$ cat config.mk
export PLATFORM = sky130hd
export DESIGN_NAME = config_rom_quadlet_generator
export DESIGN_NICKNAME = d
export VERILOG_FILES = /design/src/sv/crqg_pkg.sv /design/src/sv/config_rom_quadlet_generator.sv
export SDC_FILE = /design/constraint.sdc
export NUM_CORES = 1
export LEC_CHECK = 0
export BUFFER_PORTS_ARGS = -buffer_cell sky130_fd_sc_hd__buf_2
export CORE_UTILIZATION = 60
export DETAILED_ROUTE_END_ITERATION = 10
export PLACE_DENSITY = 0.78
export SETUP_SLACK_MARGIN = 0.2
export SYNTH_ARGS = -nofsm -noshare
export SYNTH_HDL_FRONTEND = slang
export SYNTH_SLANG_ARGS = --single-unit
$ cat constraint.sdc
create_clock -name clock -period 2.9 [get_ports clock]
set_clock_uncertainty 0.15 [all_clocks]
set_input_delay 0.58 -clock clock [delete_from_list [all_inputs] [get_ports clock]]
set_output_delay 0.58 -clock clock [all_outputs]
set_load 0.1 [all_outputs]
$ cat src/sv/crqg_pkg.sv
`default_nettype none

package crqg_pkg;

   // field widths
   localparam int unsigned QuadletWidth = 32;
   localparam int unsigned IndexWidth   = 8;
   localparam int unsigned CrcWidth     = 16;
   localparam int unsigned CsrIndexWidth = 3;

   // rom size in quadlets, reads at or above it give zero
   localparam int unsigned RomQuadlets  = 256;

   // pipeline depth: one crc doublet per stage over the bus info block
   localparam int unsigned NumStages    = 8;
   localparam int unsigned NumDirDoublets = 4;

   // rom constants
   localparam logic [31:0] BusName1394  = 32'h3133_3934;
   localparam logic [15:0] CrcPoly      = 16'h1021;
   localparam logic [5:0]  KeyVendor    = 6'h03;
   localparam logic [5:0]  KeyNodeCaps  = 6'h0C;
   localparam logic [1:0]  EntryImmediate = 2'b00;
   localparam logic [7:0]  BusInfoLength  = 8'h04;
   localparam logic [7:0]  BusInfoCrcLength = 8'h04;

   // rom quadlet positions
   localparam logic [IndexWidth-1:0] QuadBusInfo   = 8'd0;
   localparam logic [IndexWidth-1:0] QuadBusName   = 8'd1;
   localparam logic [IndexWidth-1:0] QuadBusOpts   = 8'd2;
   localparam logic [IndexWidth-1:0] QuadGuidHigh  = 8'd3;
   localparam logic [IndexWidth-1:0] QuadGuidLow   = 8'd4;
   localparam logic [IndexWidth-1:0] QuadRootHdr   = 8'd5;
   localparam logic [IndexWidth-1:0] QuadVendor    = 8'd6;
   localparam logic [IndexWidth-1:0] QuadNodeCaps  = 8'd7;

   // number of built quadlets for each layout
   localparam logic [IndexWidth-1:0] CountBusOnly  = 8'd5;
   localparam logic [IndexWidth-1:0] CountVendor   = 8'd7;
   localparam logic [IndexWidth-1:0] CountNodeCaps = 8'd8;

   // configuration register indexes
   typedef enum logic [CsrIndexWidth-1:0] {
      CSR_BUS_OPTIONS      = 3'd0,
      CSR_GUID_HIGH        = 3'd1,
      CSR_GUID_LOW         = 3'd2,
      CSR_ROOT_DIR_ENABLE  = 3'd3,
      CSR_NODE_CAPS_ENABLE = 3'd4
   } csr_index_type;

   // crc of one byte shifted through eight msb-first steps (table entry)
   function automatic logic [CrcWidth-1:0] crc_table(input logic [7:0] b);
      logic [CrcWidth-1:0] c;
      c = {b, 8'h00};
      for (int i = 0; i < 8; i++) begin
         if (c[15]) begin
            c = {c[14:0], 1'b0} ^ CrcPoly;
         end else begin
            c = {c[14:0], 1'b0};
         end
      end
      return c;
   endfunction

   // one 16-bit doublet folded into the crc, two table lookups
   function automatic logic [CrcWidth-1:0] crc_doublet(input logic [CrcWidth-1:0] crc,
                                                       input logic [CrcWidth-1:0] d);
      logic [CrcWidth-1:0] t;
      logic [CrcWidth-1:0] c;
      t = crc ^ d;
      c = {t[7:0], 8'h00} ^ crc_table(t[15:8]);
      c = {c[7:0], 8'h00} ^ crc_table(c[15:8]);
      return c;
   endfunction

endpackage

`default_nettype wire

$ cat src/sv/config_rom_quadlet_generator.sv
// Configuration ROM quadlet server.
// The req_ stream carries quadlet read requests (req_tdata = quadlet index);
// the rsp_ stream returns one 32-bit quadlet per request, in request order.
// The ROM is built from the csr_ registers: a five-quadlet bus info block
// with its CRC-16, and an optional root directory (vendor entry, optional
// node capabilities entry) with its own CRC. Indexes past the built content
// or at or above ROM_QUADLETS read as zero.
// Pipeline: a request accepted at one clock edge passes through 8 CRC stages
// (one doublet each, the first loaded at the accepting edge), then through
// the output register, before it shows on rsp_tvalid. Throughput: one request
// per cycle while rsp_tready is high.
// Stalls: when rsp_tready is low the output register holds; upstream stages
// keep filling empty slots, and req_tready drops only once every stage holds
// a request. Nothing is lost or repeated.
// Reset (synchronous, active high) empties the pipeline and loads the register
// defaults: register quadlets zero, root directory and node capabilities enabled.
// User rule, unenforced: write registers only while no request is in flight.
`default_nettype none

module config_rom_quadlet_generator #(
   parameter int unsigned ROM_QUADLETS = crqg_pkg::RomQuadlets
) (
   input  wire logic        clock,
   input  wire logic        reset,
   // request stream
   input  wire logic        req_tvalid,
   output logic             req_tready,
   input  wire logic [7:0]  req_tdata,   // [7:0] quadlet_index
   // response stream
   output logic             rsp_tvalid,
   input  wire logic        rsp_tready,
   output logic [31:0]      rsp_tdata,   // [31:0] quadlet_data
   // register write port
   input  wire logic        csr_wr_en,
   input  wire logic [2:0]  csr_index,
   input  wire logic [31:0] csr_wdata
);

   localparam int unsigned NStg = crqg_pkg::NumStages;
   localparam int unsigned NDir = crqg_pkg::NumDirDoublets;

   // configuration registers
   logic [31:0] bus_options_ff;
   logic [31:0] guid_high_ff;
   logic [31:0] guid_low_ff;
   logic        root_dir_enable_ff;
   logic        node_caps_enable_ff;

   // pipeline stages
   logic                                   stg_valid_ff   [NStg];
   logic                                   stg_valid_in   [NStg];
   logic [crqg_pkg::IndexWidth-1:0]        stg_idx_ff     [NStg];
   logic [crqg_pkg::IndexWidth-1:0]        stg_idx_in     [NStg];
   logic [crqg_pkg::CrcWidth-1:0]          stg_bus_crc_ff [NStg];
   logic [crqg_pkg::CrcWidth-1:0]          stg_bus_crc_in [NStg];
   logic [crqg_pkg::CrcWidth-1:0]          stg_dir_crc_ff [NStg];
   logic [crqg_pkg::CrcWidth-1:0]          stg_dir_crc_in [NStg];
   logic                                   stg_open       [NStg+1];

   // output register
   logic        rsp_valid_ff;
   logic        rsp_valid_in;
   logic [31:0] rsp_data_ff;
   logic [31:0] rsp_data_in;

   // rom content derived from the registers
   logic [31:0] quad_vendor;
   logic [31:0] quad_node_caps;
   logic [crqg_pkg::CrcWidth-1:0] bus_dbl [NStg];
   logic [crqg_pkg::CrcWidth-1:0] dir_dbl [NDir];

   // register writes
   always_ff @(posedge clock) begin
      if (reset) begin
         bus_options_ff      <= '0;
         guid_high_ff        <= '0;
         guid_low_ff         <= '0;
         root_dir_enable_ff  <= 1'b1;
         node_caps_enable_ff <= 1'b1;
      end else if (csr_wr_en) begin
         case (crqg_pkg::csr_index_type'(csr_index))
            crqg_pkg::CSR_BUS_OPTIONS:      bus_options_ff      <= csr_wdata;
            crqg_pkg::CSR_GUID_HIGH:        guid_high_ff        <= csr_wdata;
            crqg_pkg::CSR_GUID_LOW:         guid_low_ff         <= csr_wdata;
            crqg_pkg::CSR_ROOT_DIR_ENABLE:  root_dir_enable_ff  <= csr_wdata[0];
            crqg_pkg::CSR_NODE_CAPS_ENABLE: node_caps_enable_ff <= csr_wdata[0];
            default: ;
         endcase
      end
   end

   // directory entries and doublet streams for both crcs
   always_comb begin
      quad_vendor    = {crqg_pkg::EntryImmediate, crqg_pkg::KeyVendor, guid_high_ff[31:8]};
      quad_node_caps = {crqg_pkg::EntryImmediate, crqg_pkg::KeyNodeCaps,
                        bus_options_ff[23:0]};
      bus_dbl[0] = crqg_pkg::BusName1394[31:16];
      bus_dbl[1] = crqg_pkg::BusName1394[15:0];
      bus_dbl[2] = bus_options_ff[31:16];
      bus_dbl[3] = bus_options_ff[15:0];
      bus_dbl[4] = guid_high_ff[31:16];
      bus_dbl[5] = guid_high_ff[15:0];
      bus_dbl[6] = guid_low_ff[31:16];
      bus_dbl[7] = guid_low_ff[15:0];
      dir_dbl[0] = quad_vendor[31:16];
      dir_dbl[1] = quad_vendor[15:0];
      dir_dbl[2] = quad_node_caps[31:16];
      dir_dbl[3] = quad_node_caps[15:0];
   end

   // stage k may load when empty or when stage k+1 takes its request
   always_comb begin
      stg_open[NStg] = !rsp_valid_ff || rsp_tready;
      for (int k = NStg - 1; k >= 0; k--) begin
         stg_open[k] = !stg_valid_ff[k] || stg_open[k+1];
      end
   end

   assign req_tready = stg_open[0];

   // crc stages: each folds one bus info doublet and, early on, one directory doublet
   always_comb begin
      logic                          src_valid;
      logic [crqg_pkg::IndexWidth-1:0] src_idx;
      logic [crqg_pkg::CrcWidth-1:0] src_bus;
      logic [crqg_pkg::CrcWidth-1:0] src_dir;
      src_valid = 1'b0;
      src_idx   = '0;
      src_bus   = '0;
      src_dir   = '0;
      for (int k = 0; k < NStg; k++) begin
         if (k == 0) begin
            src_valid = req_tvalid;
            src_idx   = req_tdata;
            src_bus   = '0;
            src_dir   = '0;
         end else begin
            src_valid = stg_valid_ff[k-1];
            src_idx   = stg_idx_ff[k-1];
            src_bus   = stg_bus_crc_ff[k-1];
            src_dir   = stg_dir_crc_ff[k-1];
         end
         stg_valid_in[k]   = stg_open[k] ? src_valid : stg_valid_ff[k];
         stg_idx_in[k]     = src_idx;
         stg_bus_crc_in[k] = crqg_pkg::crc_doublet(src_bus, bus_dbl[k]);
         // node capabilities entry only covered when enabled
         if (k < 2 || (k < NDir && node_caps_enable_ff)) begin
            stg_dir_crc_in[k] = crqg_pkg::crc_doublet(src_dir, dir_dbl[k % NDir]);
         end else begin
            stg_dir_crc_in[k] = src_dir;
         end
      end
   end

   always_ff @(posedge clock) begin
      for (int k = 0; k < NStg; k++) begin
         if (reset) begin
            stg_valid_ff[k] <= 1'b0;
         end else begin
            stg_valid_ff[k] <= stg_valid_in[k];
         end
         if (stg_open[k]) begin
            stg_idx_ff[k]     <= stg_idx_in[k];
            stg_bus_crc_ff[k] <= stg_bus_crc_in[k];
            stg_dir_crc_ff[k] <= stg_dir_crc_in[k];
         end
      end
   end

   // quadlet select at the end of the pipe
   always_comb begin
      logic [crqg_pkg::IndexWidth-1:0] count;
      logic [crqg_pkg::IndexWidth-1:0] idx;
      logic [15:0]                     entries;
      logic [31:0]                     quad;
      idx     = stg_idx_ff[NStg-1];
      entries = node_caps_enable_ff ? 16'd2 : 16'd1;
      if (!root_dir_enable_ff) begin
         count = crqg_pkg::CountBusOnly;
      end else if (node_caps_enable_ff) begin
         count = crqg_pkg::CountNodeCaps;
      end else begin
         count = crqg_pkg::CountVendor;
      end
      case (idx)
         crqg_pkg::QuadBusInfo:  quad = {crqg_pkg::BusInfoLength, crqg_pkg::BusInfoCrcLength,
                                         stg_bus_crc_ff[NStg-1]};
         crqg_pkg::QuadBusName:  quad = crqg_pkg::BusName1394;
         crqg_pkg::QuadBusOpts:  quad = bus_options_ff;
         crqg_pkg::QuadGuidHigh: quad = guid_high_ff;
         crqg_pkg::QuadGuidLow:  quad = guid_low_ff;
         crqg_pkg::QuadRootHdr:  quad = {entries, stg_dir_crc_ff[NStg-1]};
         crqg_pkg::QuadVendor:   quad = quad_vendor;
         crqg_pkg::QuadNodeCaps: quad = quad_node_caps;
         default:                quad = '0;
      endcase
      rsp_data_in  = ((idx < count) && (32'(idx) < ROM_QUADLETS)) ? quad : '0;
      rsp_valid_in = stg_open[NStg] ? stg_valid_ff[NStg-1] : rsp_valid_ff;
   end

   // output register
   always_ff @(posedge clock) begin
      if (reset) begin
         rsp_valid_ff <= 1'b0;
      end else begin
         rsp_valid_ff <= rsp_valid_in;
      end
      if (stg_open[NStg]) begin
         rsp_data_ff <= rsp_data_in;
      end
   end

   assign rsp_tvalid = rsp_valid_ff;
   assign rsp_tdata  = rsp_data_ff;

   // an accepted request always lands in the first stage
   a_req_enters: assert property (@(posedge clock) disable iff (reset)
      req_tvalid && req_tready |=> stg_valid_ff[0])
      else $error("accepted request missing from first stage");

   // backpressure only when the first stage is occupied
   a_stall_full: assert property (@(posedge clock) disable iff (reset)
      !req_tready |-> stg_valid_ff[0])
      else $error("request stalled with empty first stage");

   // a finished request moves into the output register when it is open
   a_rsp_load: assert property (@(posedge clock) disable iff (reset)
      stg_valid_ff[NStg-1] && stg_open[NStg] |=> rsp_valid_ff)
      else $error("finished request dropped before output");

   // reads past the largest layout give zero
   a_past_rom: assert property (@(posedge clock) disable iff (reset)
      stg_valid_ff[NStg-1] && stg_open[NStg] && (stg_idx_ff[NStg-1] > crqg_pkg::QuadNodeCaps)
      |=> rsp_data_ff == '0)
      else $error("nonzero data past built content");

endmodule

`default_nettype wire

---- Word level (Yosys, flattened, before mapping) ----
Memory sizes are Yosys's and may differ from the RTL's.
Index checks and enable logic that the tools add are counted.
word-level totals
  output and inout port bits .............. 34
  register bits ........................... 131
  RAM bits ................................ 328
  latch bits .............................. 0
  memories ................................ 4
  bits in read-only memories .............. 0
  logic and storage cells ................. 497
memory list
  name            depth  bits a word  rd ports  clocked after memory_dff  wr ports  RTL line                            RTL
  stg_bus_crc_ff  8      16           8         0                         8         config_rom_quadlet_generator.sv:54  logic [crqg_pkg::CrcWidth-1:0] stg_bus_crc_ff [NStg];
  stg_dir_crc_ff  8      16           8         0                         8         config_rom_quadlet_generator.sv:56  logic [crqg_pkg::CrcWidth-1:0] stg_dir_crc_ff [NStg];
  stg_idx_ff      8      8            8         0                         8         config_rom_quadlet_generator.sv:52  logic [crqg_pkg::IndexWidth-1:0] stg_idx_ff [NStg];
  stg_valid_ff    8      1            8         0                         8         config_rom_quadlet_generator.sv:50  logic stg_valid_ff [NStg];
operators by class
  add/subtract/negate cells ............... 0
  multiplexer cells ....................... 241
  multipliers ............................. 0
  order comparisons ....................... 1
  shift operators ......................... 0
  equal/unequal tests ..................... 11
  bitwise gates (word level) .............. 208
  div/mod/pow operators ................... 0
  reduce and logical (&&, ||, !) cells .... 25
operators with widths
  kind                  number
  $mux W13              168
  $mux W16              34
  $not A3 Y3            168
  $xor A16 B16 Y16      28
  $pmux W32 S8          1
  $mux W1               35
  $eq A8 B3 Y1 const B  4
  $eq A8 B2 Y1 const B  2
  $xor A15 B16 Y16      1
  $xor A16 B12 Y16      1
  $reduce_and A2 Y1     5
  $logic_not A1 Y1      9
  $logic_or A1 B1 Y1    9
  $eq A8 B1 Y1 const B  1
  $logic_not A8 Y1      1
  $lt A8 B8 Y1          1
  $mux W8               1
  $or A1 B1 Y1          8
  $not A7 Y7            1
  $eq A3 B2 Y1 const B  2
  $not A6 Y6            1
  $mux W4               1
  $eq A3 B1 Y1 const B  1
  $eq A3 B3 Y1 const B  1
  2 further kinds       2

---- Logic depth before layout (Yosys ltp) ----
Gate-level depths: netlist (run 1).
An unclocked memory read counts as a cell.
  depth in word-level cells ............... 53
  gate-level depth with buffers ........... 10
  gate-level depth less buffers ........... 8

---- Worst setup path after synthesis (run 1) ----
OpenSTA, ideal clock, no wires.
  path kind ............................... flip-flop to flip-flop
  start ................................... register rsp_valid_ff (netlist: rsp_tvalid), read port of stg_valid_ff
  end ..................................... memory stg_dir_crc_ff[0][0] (netlist bit), enable pin
  arrival ................................. 2877 ps
  cell stages (with the launch flop) ...... 6
  slack ................................... -756 ps
  cell sequence ........................... dfxtp_1 and3b_1 and3_1 and3_1 and3_1 nand2_1
RTL lines
  item         RTL line                            RTL
  from (decl)  config_rom_quadlet_generator.sv:61  logic rsp_valid_ff;
  to (decl)    config_rom_quadlet_generator.sv:56

---- Worst setup path after layout (run 1) ----
  start ................................... register rsp_valid_ff (netlist: rsp_tvalid), read port of stg_valid_ff
  end ..................................... output port req_tready
on the way
  longest elaborated chain between the ends .. 10
RTL lines
  item                              RTL line                             RTL
  $logic_not A1 Y1                  config_rom_quadlet_generator.sv:113  stg_open[NStg] = !rsp_valid_ff || rsp_tready;
  $logic_or A1 B1 Y1                config_rom_quadlet_generator.sv:113
  $logic_or A1 B1 Y1 (8 in series)  config_rom_quadlet_generator.sv:115  stg_open[k] = !stg_valid_ff[k] || stg_open[k+1];
  to (decl)                         config_rom_quadlet_generator.sv:27   output logic req_tready,
No other way between the ends.

==> results_dict.tcl, run 1 <==
set metrics [dict create \
    layout-drive-gt1-share_pct 16.5 \
    grt_max_degree 52 \
    routed_wl_um 54600 \
    rrSetupSlack_ns 0.35 \
    final_cells 2135 \
    syn_inst 1583 \
    fp-row-count 65 \
    avgSynthCellArea_um2 12.3 \
    power_mw 27.5 \
    grt_pass1_vias 12200 \
    antenna_found_initial 2 \
    slew_headroom_pct 40.5 \
    path_common_cell "and3_4" \
    worstPathRequired_ns 2.17 \
    report.final.slew_viol_count 0 \
    ys_seq_elements 426 \
    cp-start-kind "flip-flop" \
    wl_per_cell_um 25.6 \
    async_flop_share_pct 0 \
    irDropWorstVdd_uv 661 \
    r2r_cells 6 \
    cts_made_buffers 43 \
    synth_nets 1634 \
    clk_latency_ns 0.54 \
    worst_pin_slew_ns 0.889 \
    dpl.cell_count 2052 \
    first_pass_iters 5 \
    synth-compound-area-share_pct 6.37 \
    hold_depth 1 \
    yosysSeqAreaShare_pct 60.3 \
    die-area_um2 33100 \
    r2r-end "stg_dir_crc_ff[0][60]" \
    status "completed" \
    criticalPathCategory "flip-flop to output port" \
    maxCapViolCount 0 \
    drc_errors 0 \
    dr.first_iter.drc_count 1501 \
    setup_tns_ns 0 \
    initial_core_util_pct 61.3 \
    max_clock_freq_mhz 371 \
    synth-simple-area-share_pct 7.67 \
    root_buffer "clkbuf_16" \
    core_area_um2 31700 \
    fin_crit_sh_pct 92.8 \
    rsz0062_at_grt "true" \
    cts_buffer_depth 3 \
    yosysUniqueCellTypes 51 \
    path_cells "and3b_2 -> and3_4 -> and3_4 -> and3_4 -> nand2_4 -> buf_12" \
    worstReg2RegStart "bus_options_ff[12]" \
    cts_tree "built" \
    setup_viol 0 \
    grt_pass1_wl_um 79300 \
    via_count 12500 \
    cts.clk_slew.worst_paths_ns 0.06 \
    fp.dieH_um 182 \
    setup.worst_path.end_class "output port" \
    dpl.hpwl_um 40200 \
    synth_xor_area_share_pct 21.8 \
    power.density_nw_per_um2 1240 \
    ys.flop_type "edfxtp_1" \
    slowest_stage "dfxtp_4" \
    synthAdderAreaFrac_pct 0.193 \
    portBuffers 81 \
    cp_max_fo 3 \
    arrival_ns 1.96 \
    gp_congestion 0.984 \
    synth_edf_count 319 \
    overflow 0 \
    clock-sinks 426 \
    hold_viol 0 \
    synth_top_family_by_area "XOR/XNOR gates" \
    holdCritStartpoint "req_tdata[0]" \
    muxShareOfSynthArea_pct 1.47 \
    syn2layout_area_growth_pct 14.0 \
    layout.nets 1749 \
    viasPerCell 5.87 \
    hold_path_end "stg_idx_ff[0][0]" \
    leakagePower_nw 8.14 \
    postRouteAntennaNets 0 \
    worstHoldPathType "input port to flip-flop" \
    num_antenna_cells 0 \
    fin_util_pct 69.8 \
    syn_area_um2 19400 \
    slowest_delay_ns 0.34 \
    hold-worst-slack_ns 0.0718 \
    yosys_warnings 0 \
    die_w_um 182 \
    io-pin-count 82 \
    grt_util_all_layers_pct 33.6 \
    fin_crit_ns 2.69 \
    htreeDepth 2 \
    cts_hold_buffers 0 \
]
[layer usage]
metal	routed length, um	vias up	GRT usage, %	part of all wire, %
met5	13	-	0	0.024
met4	2450	2	13.9	4.5
met3	5200	136	6.08	9.5
met2	25600	630	54.4	47
met1	21400	6130	44.9	39
li1	-	5631	-	-
[cell families after synthesis]
group / count (synthesis)
mux: 28
simple gates: 366
flops: 426
xor+xnor: 437
fa+ha+maj: 3
buf+inv: 103
compound gates: 220
[per-stage QoR]
stage | setup slack, ns | instance area [um^2]
2_1_floorplan | 0.282 | 19400
3_3_place_gp | 0.172 | 20700
3_5_place_dp | 0.183 | 20700
4_1_cts | 0.204 | 22100
5_1_grt | 0.162 | 22100
6_report | 0.208 | 22100
[flip-flops by register name, summed over array words and instances (netlist names)]
signal and flops:
stg_dir_crc_ff 127, guid_high_ff 32, rsp_tdata 32, stg_bus_crc_ff 96, guid_low_ff 32, bus_options_ff 32
stg_valid_ff 8, node_caps_enable_ff 1, rsp_tvalid 1, stg_idx_ff 64, root_dir_enable_ff 1
[synth_stat cells, types with 2 or more instances]
cell	instances	share of area, %
nand2_1	229	4.4
xnor2_1	290	13
buf_6	2	0.12
dfxtp_1	107	11
clkbuf_2	3	0.077
nand2b_1	6	0.19
a21boi_0	2	0.077
and2_1	2	0.064
a22oi_1	19	0.73
a311oi_1	2	0.090
nor4_1	4	0.13
edfxtp_1	319	49
clkbuf_1	66	1.3
buf_1	4	0.077
a32oi_1	4	0.18
a21oi_1	148	3.8
xor2_1	101	4.6
o21ai_0	18	0.46
nor2_1	90	1.7
and3b_1	2	0.090
buf_2	10	0.26
xnor2_2	32	2.7
o22ai_1	12	0.39
a31oi_1	2	0.064
a221oi_1	8	0.36
mux2_2	4	0.23
mux2i_1	24	1.2
xor2_2	6	0.50
nor2b_1	5	0.16
xnor2_4	2	0.28
and3_1	4	0.13
ha_1	3	0.19
xnor3_1	4	0.46
nor3_1	9	0.23
inv_1	17	0.33
nand3_1	4	0.10
nand3b_1	4	0.15
nor3b_1	2	0.077
[worst max-delay path: cells and delay by family, from the launching register on]
kind | cells | cell delay [ns]
and+or+nand+nor | 5 | 0.92
DFF | 1 | 0.34
buffers and inverters | 1 | 0.17
[area by class of cell]
cell class / instances / area (um^2)
Multi-Input combinational cell: 1054 / 7340
Clock buffer: 53 / 1190
Fill cell: 2217 / 9570
Tap cell: 402 / 503
Sequential cell: 426 / 11700
Inverter: 17 / 63.8
Timing Repair Buffer: 156 / 1070
Clock inverter: 27 / 262
[worst max path at each step]
| stage | startpoint | cells after the start | end |
|---|---|---|---|
| 4_1_cts | rsp_tvalid | 6 | req_tready |
| 2_1_floorplan | rsp_tready | 5 | req_tready |
| 5_1_grt | stg_valid_ff[1][3] | 6 | req_tready |
| 6_report | rsp_tvalid | 6 | req_tready |
| 3_5_place_dp | rsp_tready | 7 | req_tready |
| 3_3_place_gp | rsp_tready | 7 | req_tready |
[where the power goes]
group          internal [mW]  switching (mW)  total (mW)
sequential              9.81           0.868        10.7
clock                   3.28            2.34        5.62
combinational           5.33            5.86        11.2
total                   18.4            9.07        27.5
[cells in the final DEF (no fill, tap or decap), types with 12 or more instances in the layout]
master	n
a21oi_1	148
a22oi_1	19
buf_2	79
buf_4	69
clkbuf_16	45
dfxtp_1	106
edfxtp_1	319
inv_1	17
mux2i_1	24
nand2_1	224
nor2_1	89
o21ai_0	18
o22ai_1	12
xnor2_1	290
xnor2_2	32
xor2_1	101
[what timing repair did]
action | CTS | global route
buffers inserted | 1 | 2
resized for setup | 5 | 2
pin swaps | 1 | 1
setup endpoints to repair | 1 | 7
endpoints found under the hold margin | 0 | 0
No activity file was read; power rests on OpenSTA's default activity.
==> inputs of run 2 (changes only) <==
clock period = 2.6 ns   (was 2.9 ns; I/O delays follow)
==> run 2 against run 1 <==
Sequential power rose by 11%. Cell count is 1.5% higher. Combinational power increased by 14%. Critical path depth unchanged. Register-to-register slack worse by 0.09 ns. Total power is 13% higher. First-iteration DRC count grew 6.1%. Clock power grew 12%. Global-route usage decreased by 0.81 points. Die area stayed put. Highest routed layer is now met4.
==> results_dict.tcl, run 2 (same netlist as run 1, synthesis figures left out) <==
set metrics [dict create \
    rsz0062_at_grt "true" \
    leakagePower_nw 8.34 \
    setup.worst_path.end_class "output port" \
    initial_core_util_pct 61.3 \
    first_pass_iters 8 \
    combPwrFrac_pct 41.3 \
    path_cells "and3b_2 -> and3_4 -> and3_4 -> and3_4 -> nand2_8 -> buf_12" \
    layout.nets 1783 \
    viasPerCell 5.85 \
    critPathBufInv 1 \
    drc_errors 0 \
    arrival_ns 1.92 \
    regArea_um2 11700 \
    grt_pass1_vias 12500 \
    wl_per_cell_um 24.6 \
    cts.clk_slew.worst_paths_ns 0.06 \
    root_buffer "clkbuf_16" \
    power.density_nw_per_um2 1380 \
    dpl.cell_count 2076 \
    portBuffers 81 \
    hold_viol 0 \
    cp-start-kind "flip-flop" \
    slew_headroom_pct 51.1 \
    p_seq_share_pct 38.4 \
    slowest_delay_ns 0.34 \
    grt_pass1_wl_um 78300 \
    maxCapViolCount 0 \
    fp-row-count 65 \
    die-area_um2 33100 \
    cts_tree "built" \
    report.final.slew_viol_count 0 \
    clock-sinks 426 \
    max_clock_freq_mhz 386 \
    fin_crit_sh_pct 99.6 \
    p_sw_share_pct 32.3 \
    fp.dieH_um 182 \
    worst_pin_slew_ns 0.733 \
    final_cell_mix "edfxtp_1, xnor2_1, nand2_1" \
    worstHoldPathType "input port to flip-flop" \
    power_mw 31.0 \
    overflow 0 \
    dr.first_iter.drc_count 1592 \
    power.switching_mw 10.0 \
    setup_tns_ns 0 \
    path_delay_family "simple AND/OR/NAND/NOR gates" \
    slowest_stage "dfxtp_4" \
    largest_reg_flops 127 \
    postRouteAntennaNets 0 \
    worstPathRequired_ns 1.93 \
    io-pin-count 82 \
    cts_buffer_depth 3 \
    path_common_cell "and3_4" \
    layout-drive-gt1-share_pct 17.9 \
    num_antenna_cells 0 \
    routed_wl_um 53300 \
    largest_register "stg_dir_crc_ff" \
    core_area_um2 31700 \
    fin_crit_ns 2.59 \
    cp_max_fo 3 \
    gp_congestion 1.03 \
    dpl.hpwl_um 39900 \
    setup_viol 0 \
    multi_input_area_um2 7420 \
    nFillCells 2229 \
    final_cells 2167 \
    htreeDepth 2 \
    irDropWorstVdd_uv 853 \
    grt_util_all_layers_pct 32.8 \
    via_count 12700 \
    criticalPathCategory "flip-flop to output port" \
    status "completed" \
    syn2layout_area_growth_pct 16.1 \
    clk_latency_ns 0.55 \
    antenna_found_initial 0 \
    reg_top3 "stg_dir_crc_ff (127), stg_bus_crc_ff (96), stg_idx_ff (64)" \
    die_w_um 182 \
    grt_max_degree 52 \
    p_clk_share_pct 20.2 \
    p_int_mw 21.0 \
    final_common_cell "edfxtp_1" \
    cts_made_buffers 44 \
]
[run 2: worst min-delay path, cell delays in order]
cell and delay [ns]:
buf_2 0.10, a21oi_1 0.04, nor2_1 0.07
[run 2: per-layer routing]
metal  up-vias  wire length [um]  GRT usage [%]
met5         -                 0              0
met4         0              2330           13.1
met3       157              5350           7.44
met2       714             24500           52.7
met1      6112             21200           43.4
li1       5690                 -              -
[run 2: path summary, 6_finish.rpt]
kind / startpoint / endpoint / slack, ns / cells past startpoint
min reg2reg: stg_dir_crc_ff[1][17] / stg_dir_crc_ff[1][33] / 0.27 / 0
max: rsp_tvalid / req_tready / 0.01 / 6
min: req_tvalid / stg_valid_ff[0][0] / 0.08 / 3
max reg2reg: bus_options_ff[8] / stg_dir_crc_ff[0][60] / 0.26 / 6
[run 2: power by group through the flow]
stage	combinational (mW)	clock (mW)	sequential (mW)
after global routing	13.8	6.58	12.0
after CTS	12.6	6.32	11.9
after global placement	12.1	0	12.0
final	12.8	6.28	11.9
after detailed placement	12.5	0	12.0
after floorplan	10.2	0	11.6
[run 2: per-stage QoR]
step / setup slack (ns) / hold WS, ns / instance area, um^2 / util, %
after CTS: -0.0245 / 0.0827 / 22500 / 70.8
after global placement: 0.0870 / 0.250 / 20900 / 66.0
after floorplan: 0.188 / 0.250 / 19500 / -
final: 0.00982 / 0.0752 / 22600 / 71.1
after detailed placement: 0.0995 / 0.255 / 20900 / 66.0
after global routing: -0.0369 / 0.0925 / 22600 / 71.1
[run 2: timing repair]
item,in CTS,in global routing
gates resized for setup,4,14
pin swaps,2,2
endpoints found under the hold margin,8,0
endpoints found under the setup margin,3,32
setup buffers,2,2
hold buffers,8,0
[run 2: final cells by class]
| type | instances | share of cell area (%) |
|---|---|---|
| multi-input combinational | 1054 | 32.9 |
| clock buffer | 60 | 5.33 |
| timing repair buffer | 189 | 6.22 |
| inverter | 17 | 0.316 |
| sequential | 426 | 52.0 |
| tap | 402 | 2.23 |
| clock inverter | 19 | 1.02 |
==> inputs of run 3 (changes only) <==
PLACE_DENSITY = 0.8   (was 0.78)
clock period = 2.7 ns   (was 2.6 ns; I/O delays follow)
==> run 3 against run 2 <==
Core utilization is 0.65 points lower. Cell count is 0.69% lower. Register-to-register slack worse by 0.02 ns. Critical path depth did not move. Global-route usage up 0.24 points. Worst setup slack better by 0.056 ns.
==> results_dict.tcl, run 3 (same netlist as run 1, synthesis figures left out) <==
set metrics [dict create \
    nFillCells 2173 \
    grt_max_degree 47 \
    dr.first_iter.drc_count 1472 \
    gp_congestion 1.05 \
    io-pin-count 82 \
    max_clock_freq_mhz 380 \
    syn2layout_area_growth_pct 15.0 \
    hold_viol 0 \
    die_w_um 182 \
    power_mw 29.8 \
    grt_util_all_layers_pct 33.0 \
    slowest_delay_ns 0.34 \
    clk_latency_ns 0.54 \
    initial_core_util_pct 61.3 \
    layout.nets 1769 \
    setup_tns_ns 0 \
    reg_top3 "stg_dir_crc_ff (127), stg_bus_crc_ff (96), stg_idx_ff (64)" \
    first_pass_iters 5 \
    power.density_nw_per_um2 1330 \
    fin_crit_ns 2.63 \
    cts_tree "built" \
    root_buffer "clkbuf_16" \
    setup_viol 0 \
    setup.worst_path.end_class "output port" \
    viasPerCell 5.88 \
    leakagePower_nw 8.24 \
    final_cell_mix "edfxtp_1, xnor2_1, nand2_1" \
    die-area_um2 33100 \
    grt_pass1_vias 12300 \
    fp-row-count 65 \
    clock-sinks 426 \
    postRouteAntennaNets 0 \
    status "completed" \
    worst_pin_slew_ns 0.732 \
    core_area_um2 31700 \
    worstHoldPathType "input port to flip-flop" \
    fp.dieH_um 182 \
    dpl.hpwl_um 39600 \
    htreeDepth 2 \
    overflow 0 \
    layout-drive-gt1-share_pct 17.9 \
    routed_wl_um 53800 \
    cts_made_buffers 43 \
    drc_errors 0 \
    antenna_found_initial 0 \
    slowest_stage "dfxtp_4" \
    irDropWorstVdd_uv 941 \
    path_cells "and3b_2 -> and3_4 -> and3_4 -> and3_4 -> nand2_8 -> buf_12" \
    maxCapViolCount 0 \
    path_common_cell "and3_4" \
    criticalPathCategory "flip-flop to output port" \
    fin_crit_sh_pct 97.6 \
    final_common_cell "edfxtp_1" \
    cp_max_fo 2 \
    via_count 12700 \
    rsz0062_at_grt "true" \
    wl_per_cell_um 25.0 \
    largest_register "stg_dir_crc_ff" \
    cts_hold_buffers 0 \
    portBuffers 81 \
    cts_buffer_depth 3 \
    num_antenna_cells 0 \
    cts.clk_slew.worst_paths_ns 0.06 \
    cp-start-kind "flip-flop" \
    report.final.slew_viol_count 0 \
    grt_pass1_wl_um 78500 \
    largest_reg_flops 127 \
    worstPathRequired_ns 2.01 \
    arrival_ns 1.94 \
    slew_headroom_pct 51.2 \
]
[run 3: cell count changes in the layout (fill, tap and decap cells not counted), moves of 2 or more]
| cell | delta |
|---|---|
| clkbuf_1 | -8 |
| dlygate4sd3_1 | -8 |
| buf_12 | -4 |
| clkinv_2 | +4 |
| bufinv_16 | +2 |
| clkbuf_16 | -2 |
| clkbuf_8 | -2 |
| clkinvlp_4 | +2 |
| xnor2_1 | +2 |
| xnor2_4 | -2 |
[run 3: worst max-delay path: cells and delay by family (launching register included)]
kind / cells / cell delay (ns)
buf+inv: 1 / 0.17
flops: 1 / 0.34
simple gates: 5 / 0.88
[run 3: layer usage]
layer | part of all wire, % | up-vias | global-route usage (%)
li1 | - | 5668 | -
met2 | 46 | 712 | 52.7
met5 | 0 | - | 0
met4 | 5.1 | 0 | 14.7
met3 | 9.2 | 160 | 5.56
met1 | 40 | 6120 | 44.8
[run 3: where the power goes]
| part | internal (mW) | switching (mW) |
|---|---|---|
| Combinational | 5.84 | 6.30 |
| Sequential | 10.5 | 0.973 |
| Clock | 3.60 | 2.50 |
| Total | 20.0 | 9.78 |
[run 3: stage by stage]
step	hold WS, ns	utilization (%)	area (um^2)	cells	setup WS [ns]
after detailed placement	0.255	65.6	20800	2068	0.0380
after global placement	0.250	65.6	20800	2068	0.0254
final	0.0409	70.5	22300	2152	0.0656
after floorplan	0.250	-	19500	1583	0.211
after CTS	0.0199	70.3	22300	2150	0.0593
after global routing	0.0180	70.5	22300	2152	0.0212
[run 3: worst paths after layout]
kind	startpoint	depth (start not counted)	slack (ns)	end
worst max-delay path	rsp_tvalid	6	0.07	req_tready
worst min-delay path	req_tdata[2]	1	0.04	stg_idx_ff[0][2]
worst max register to register	stg_idx_ff[1][24]	7	0.24	rsp_tdata[22]
worst min register to register	stg_idx_ff[0][1]	0	0.27	stg_idx_ff[0][9]
[run 3: cell type report]
type                    instances  area [um^2]  area share (%)
flip-flops and latches        426        11700            52.5
multi-input cells            1054         7380            33.0
repair buffers                176         1240            5.53
clock buffers                  48         1090            4.90
inverters                      17         71.3           0.319
well taps                     402          503            2.25
clock inverters                29          334            1.49
[run 3: what timing repair did]
item	4_1_cts	5_1_grt
pin swaps	4	1
gates resized for setup	4	11
setup buffers	5	2
setup endpoints to repair	6	30
